**config.mk**
```make
export PLATFORM = sky130hd
export DESIGN_NAME = npc_cell
export DESIGN_NICKNAME = d
export VERILOG_FILES = /design/src/hdl/npc_pkg.sv /design/src/hdl/npc_cell.sv
export SDC_FILE = /design/constraint.sdc
export NUM_CORES = 1
export LEC_CHECK = 0
export ABC_AREA = 1
export BUFFER_PORTS_ARGS = -buffer_cell sky130_fd_sc_hd__buf_2
export CAP_MARGIN = 20
export CORE_MARGIN = 8
export CORE_UTILIZATION = 47
export DETAILED_ROUTE_END_ITERATION = 16
export PLACE_DENSITY_LB_ADDON = 0.3
export SETUP_SLACK_MARGIN = 0.3
export SLEW_MARGIN = 20
export SYNTH_ARGS = -nofsm -noshare
export SYNTH_HDL_FRONTEND = slang
export SYNTH_SLANG_ARGS = --single-unit
```
**constraint.sdc**
```tcl
create_clock -name clk -period 5.7 [get_ports clk]
set_clock_uncertainty 0.05 [all_clocks]
set_input_delay 1.14 -clock clk [delete_from_list [all_inputs] [get_ports clk]]
set_output_delay 1.14 -clock clk [all_outputs]
set_load 0.02 [all_outputs]
```
**src/hdl/npc_pkg.sv**
```systemverilog
// shared types and default sizes for the nearest palette color block
// no dependencies; imported by the cell and the top level
package npc_pkg;

	localparam int DEF_NUM_COLORS     = 16;
	localparam int DEF_COMPONENT_BITS = 8;

	// control bits that travel along the cell chain with every beat
	typedef struct packed {
		logic valid;
		logic map;
	} npc_ctl_t;

endpackage

```
**src/hdl/npc_cell.sv**
```systemverilog
// one cell of the palette chain: holds one palette entry, computes the
// distance of a passing pixel and updates the running best; uses npc_pkg
module npc_cell #(
	parameter int COMPONENT_BITS = 8,
	parameter int INDEX_BITS     = 4,
	parameter int CELL_INDEX     = 0
) (
	input  logic                          clk,
	input  logic                          arst_n,
	input  logic                          adv,
	input  npc_pkg::npc_ctl_t             ctl_i,
	input  logic [INDEX_BITS-1:0]         idx_i,
	input  logic [3*COMPONENT_BITS-1:0]   pix_i,
	input  logic [INDEX_BITS-1:0]         bidx_i,
	input  logic [3*COMPONENT_BITS-1:0]   bclr_i,
	input  logic [2*COMPONENT_BITS+1:0]   bdist_i,
	output npc_pkg::npc_ctl_t             ctl_o,
	output logic [INDEX_BITS-1:0]         idx_o,
	output logic [3*COMPONENT_BITS-1:0]   pix_o,
	output logic [INDEX_BITS-1:0]         bidx_o,
	output logic [3*COMPONENT_BITS-1:0]   bclr_o,
	output logic [2*COMPONENT_BITS+1:0]   bdist_o
);
	import npc_pkg::*;

	localparam int CB = COMPONENT_BITS;
	localparam int DW = 2 * COMPONENT_BITS + 2;
	localparam logic [INDEX_BITS-1:0] MY_IDX = INDEX_BITS'(CELL_INDEX);

	logic [3*CB-1:0] entry_q;

	npc_ctl_t          ctl_s1;
	logic [INDEX_BITS-1:0] idx_s1;
	logic [3*CB-1:0]   pix_s1;
	logic [INDEX_BITS-1:0] bidx_s1;
	logic [3*CB-1:0]   bclr_s1;
	logic [DW-1:0]     bdist_s1;
	logic [2*CB-1:0]   sq_r_s1, sq_g_s1, sq_b_s1;
	logic [3*CB-1:0]   ent_s1;

	npc_ctl_t          ctl_s2;
	logic [INDEX_BITS-1:0] idx_s2;
	logic [3*CB-1:0]   pix_s2;
	logic [INDEX_BITS-1:0] bidx_s2;
	logic [3*CB-1:0]   bclr_s2;
	logic [DW-1:0]     bdist_s2;

	logic [CB-1:0]     d_r, d_g, d_b;
	logic [DW-1:0]     cand_dist;
	logic              take;

	function automatic logic [CB-1:0] abs_diff(input logic [CB-1:0] a, input logic [CB-1:0] b);
		return (a > b) ? (a - b) : (b - a);
	endfunction

	always_comb begin
		d_r = abs_diff(pix_i[3*CB-1:2*CB], entry_q[3*CB-1:2*CB]);
		d_g = abs_diff(pix_i[2*CB-1:CB], entry_q[2*CB-1:CB]);
		d_b = abs_diff(pix_i[CB-1:0], entry_q[CB-1:0]);
	end

	// palette slot write when a load beat for this index goes by
	always_ff @(posedge clk) begin
		if (adv && ctl_i.valid && !ctl_i.map && idx_i == MY_IDX && CELL_INDEX < (1 << INDEX_BITS)) begin
			entry_q <= pix_i;
		end
	end

	always_ff @(posedge clk or negedge arst_n) begin
		if (!arst_n) begin
			ctl_s1 <= '0;
			ctl_s2 <= '0;
		end else if (adv) begin
			ctl_s1 <= ctl_i;
			ctl_s2 <= ctl_s1;
		end
	end

	// stage 1: squared component differences against the stored entry
	always_ff @(posedge clk) begin
		if (adv) begin
			idx_s1   <= idx_i;
			pix_s1   <= pix_i;
			bidx_s1  <= bidx_i;
			bclr_s1  <= bclr_i;
			bdist_s1 <= bdist_i;
			sq_r_s1  <= (2*CB)'(d_r) * (2*CB)'(d_r);
			sq_g_s1  <= (2*CB)'(d_g) * (2*CB)'(d_g);
			sq_b_s1  <= (2*CB)'(d_b) * (2*CB)'(d_b);
			ent_s1   <= entry_q;
		end
	end

	// stage 2: sum and compare; strict less keeps the lower index on ties
	always_comb begin
		cand_dist = DW'(sq_r_s1) + DW'(sq_g_s1) + DW'(sq_b_s1);
		take = (CELL_INDEX == 0) || (cand_dist < bdist_s1);
	end

	always_ff @(posedge clk) begin
		if (adv) begin
			idx_s2 <= idx_s1;
			pix_s2 <= pix_s1;
			if (take) begin
				bidx_s2  <= MY_IDX;
				bclr_s2  <= ent_s1;
				bdist_s2 <= cand_dist;
			end else begin
				bidx_s2  <= bidx_s1;
				bclr_s2  <= bclr_s1;
				bdist_s2 <= bdist_s1;
			end
		end
	end

	assign ctl_o   = ctl_s2;
	assign idx_o   = idx_s2;
	assign pix_o   = pix_s2;
	assign bidx_o  = bidx_s2;
	assign bclr_o  = bclr_s2;
	assign bdist_o = bdist_s2;

endmodule

```
==> flow_metrics.env <==
export IMPL_synth_distinct_cells=42
export IMPL_power_leakage_uw=0.00963
export IMPL_post_route_period_util_pct=98.9
export IMPL_dieArea_um2=37300
export IMPL_place_ws_ns=-0.583
export IMPL_synth_xor_area_share_pct=3.69
export IMPL_core_area_um2=31200
export IMPL_synthArstFlopShare_pct=2.05
export IMPL_io_pins=155
export IMPL_drc=0
export IMPL_die_height_um=193
export IMPL_cts_buffers=17
export IMPL_grt_usage_pct=18.2
export IMPL_num_fill_cells=2328
export IMPL_dp_hpwl_um=24700
export IMPL_synth_fa_ha_area_share_pct=25.8
export IMPL_yosys_area_share_simple_pct=16.8
export IMPL_fin_nets=2224
export IMPL_synth_flop_cell="edfxtp_1"
export IMPL_grt_max_degree=79
export IMPL_ir_worst_vdd_uv=487
export IMPL_setup_viol=0
export IMPL_finalWirelength_um=33300
export IMPL_antenna_found_initial=0
export IMPL_outcome="completed"
export IMPL_worst_setup_path_start_kind="input pin"
export IMPL_firstDrtPassIters=5
export IMPL_rows=65
export IMPL_hp_class="reg -> reg"
export IMPL_clock_latency_ns=0.45
export IMPL_portBuffers=104
export IMPL_cp_arrival_ns=5.79
export IMPL_synth_edf_count=191
export IMPL_cp_max_fo=7
export IMPL_hold_viol_final=0
export IMPL_worstMarginPinSlew_ns=0.862
export IMPL_grt_pass1_wl_um=55000
export IMPL_clkSinkCount=195
export IMPL_rsz0062_at_grt="yes"
export IMPL_die_w_um=193
export IMPL_area_growth_pct=35.5
export IMPL_root_buffer="clkbuf_16"
export IMPL_slew_headroom_pct=42.5
export IMPL_slowest_delay_ns=0.53
export IMPL_fmax_mhz=177
export IMPL_regArea_um2=5840
export IMPL_antenna_cells=0
export IMPL_drive_above_1_share_pct=37.0
export IMPL_cp_end_kind="flip-flop"
export IMPL_crit_type="in -> reg"
export IMPL_grt_pass1_vias=11700
export IMPL_grt_overflow=0
export IMPL_initial_core_util_pct=47.2
export IMPL_synthesis_area_um2=14700
export IMPL_clock_path_buffers=2
export IMPL_vias=11300
export IMPL_clk_pin_slew_ns=0.08
export IMPL_cts_tree="yes"
export IMPL_slowest_stage="fa_1"
export IMPL_drv_cap=0
export IMPL_seq_area_frac_synth_pct=39.6
export IMPL_avgSynthCellArea_um2=9.67
export IMPL_netlist_instances=1523
export IMPL_synth_top_family_by_area="adder cells"
export IMPL_final_area_um2=20000
export IMPL_wl_per_cell_um=14.4
export IMPL_totalPowerFinal_uw=13400
export IMPL_synth_seq_cells=195
export IMPL_ys_warn_count=0
export IMPL_viasPerCell=4.88
export IMPL_gp_congestion=0.866
export IMPL_place_area_um2=17900
export IMPL_slew_viol_final=0
export IMPL_drtIter0Drc=528
export IMPL_synth_compound_area_share_pct=5.17
export IMPL_fin_crit_ns=5.64
export IMPL_cp_required_ns=5.86
export IMPL_finalWorstSetupSlack_ns=0.0616
export IMPL_p_per_area_nw_per_um2=669
export IMPL_cts_hold_buf=0
export IMPL_multi_input_area_um2=9120
export IMPL_fin_util_pct=63.9
export IMPL_htree_levels=4
export IMPL_postRouteAntennaNets=0
export IMPL_muxShareOfSynthArea_pct=0
## cell usage after synthesis, types with 14 or more instances
| library cell | instances | area (um2) |
|---|---|---|
| inv_1 | 302 | 1130 |
| nand2_4 | 14 | 158 |
| fa_1 | 97 | 1940 |
| ha_1 | 149 | 1860 |
| a21oi_1 | 63 | 315 |
| nor2_1 | 117 | 439 |
| nand2_2 | 19 | 119 |
| nand3_1 | 61 | 305 |
| xnor2_1 | 25 | 219 |
| edfxtp_1 | 191 | 5740 |
| xor2_1 | 37 | 324 |
| nand2_1 | 312 | 1170 |
| o21ai_0 | 25 | 125 |
## area by class of cell
| type | count | area share (%) |
|---|---|---|
| timing repair buffer | 367 | 13.3 |
| tap | 402 | 2.52 |
| sequential | 195 | 29.2 |
| clock inverter | 15 | 0.865 |
| inverter | 315 | 6.31 |
| clock buffer | 17 | 2.13 |
| multi-input combinational | 1003 | 45.7 |
## through the flow
step	hold WS (ns)	TNS [ns]	std cells
finish	0.353	0	2314
global route	0.365	-0.913	2314
floorplan	0.350	-0.750	1529
detailed placement	0.355	-11.33	2239
CTS	0.353	0	2300
global placement	0.352	-9.75	2239
## per-layer routing
layer,vias to the layer above,global-route usage (%),share of wire [%]
li1,5594,-,-
met1,5478,21.6,42
met2,167,34.0,53
met3,54,2.23,3.2
met4,0,5.33,2.2
met5,-,0,0
## what timing repair did
| item | 4_1_cts | 5_1_grt |
|---|---|---|
| gates resized for setup | 107 | 126 |
| cloned | 1 | 0 |
| pin swaps | 76 | 50 |
| setup endpoints to repair | 28 | 30 |
| setup buffers | 28 | 14 |
## flip-flops by register name, indices dropped and copies added (netlist names)
signal	cells
bclr_o	24
bdist_o	18
ctl_o	2
ctl_s1	2
ent_s1	24
entry_q	24
idx_o	4
idx_s1	4
pix_o	24
pix_s1	24
sq_b_s1	15
sq_g_s1	15
sq_r_s1	15
## layout by cell type (no fill, tap or decap), types with 9 or more instances in the layout
cell,n
fa_2,9
buf_4,240
xor2_1,33
nand2_2,48
nand4_1,10
inv_2,35
edfxtp_1,191
nor2_4,28
ha_1,114
a21oi_1,37
buf_6,22
o21ai_0,14
inv_1,269
nand3_2,14
fa_1,88
nand2_1,260
nand2_8,12
nor2_1,83
nand2_4,28
nand3_1,48
o21ai_4,9
xnor2_1,17
ha_4,31
nor2_2,19
clkbuf_16,17
buf_2,100
a21oi_2,15
a21oi_4,11
## worst paths after layout
check	from	end	slack, ns	cells after the start
min reg2reg	pix_s1[19]$_DFFE_PP_	pix_o[19]$_DFFE_PP_	0.35	0
min	pix_s1[19]$_DFFE_PP_	pix_o[19]$_DFFE_PP_	0.35	0
max in group asynchronous	arst_n	ctl_s1[1]$_DFFE_PN0P_	5.05	1
max reg2reg	entry_q[8]$_DFFE_PP_	sq_g_s1[13]$_DFFE_PP_	0.41	28
min in group asynchronous	arst_n	ctl_s1[0]$_DFFE_PN0P_	0.43	1
max	pix_i[8]	sq_g_s1[13]$_DFFE_PP_	0.06	30
## critical path, delay by kind of cell
family / cells / cell delay, ns
compound gates: 3 / 0.44
fa+ha+maj: 7 / 2.73
buf+inv: 8 / 0.48
simple gates: 12 / 0.98
## where the power goes
part	internal (uW)	switching, uW	total (uW)	leakage, uW
Combinational	4610	5180	9790	0.00744
Sequential	2210	129	2340	0.00190
Clock	598	634	1230	0.000294
## cell families (layout without fill, tap and decap cells)
family,count (synthesis),after routing
other,1,7
flip-flops,195,195
buffers and inverters,332,714
adder cells (fa/ha/maj),246,246
AND/OR/NAND/NOR,559,560
XOR/XNOR,62,62
AO/OA/AOI/OAI,128,128
(Power assumes the default switching activity.)
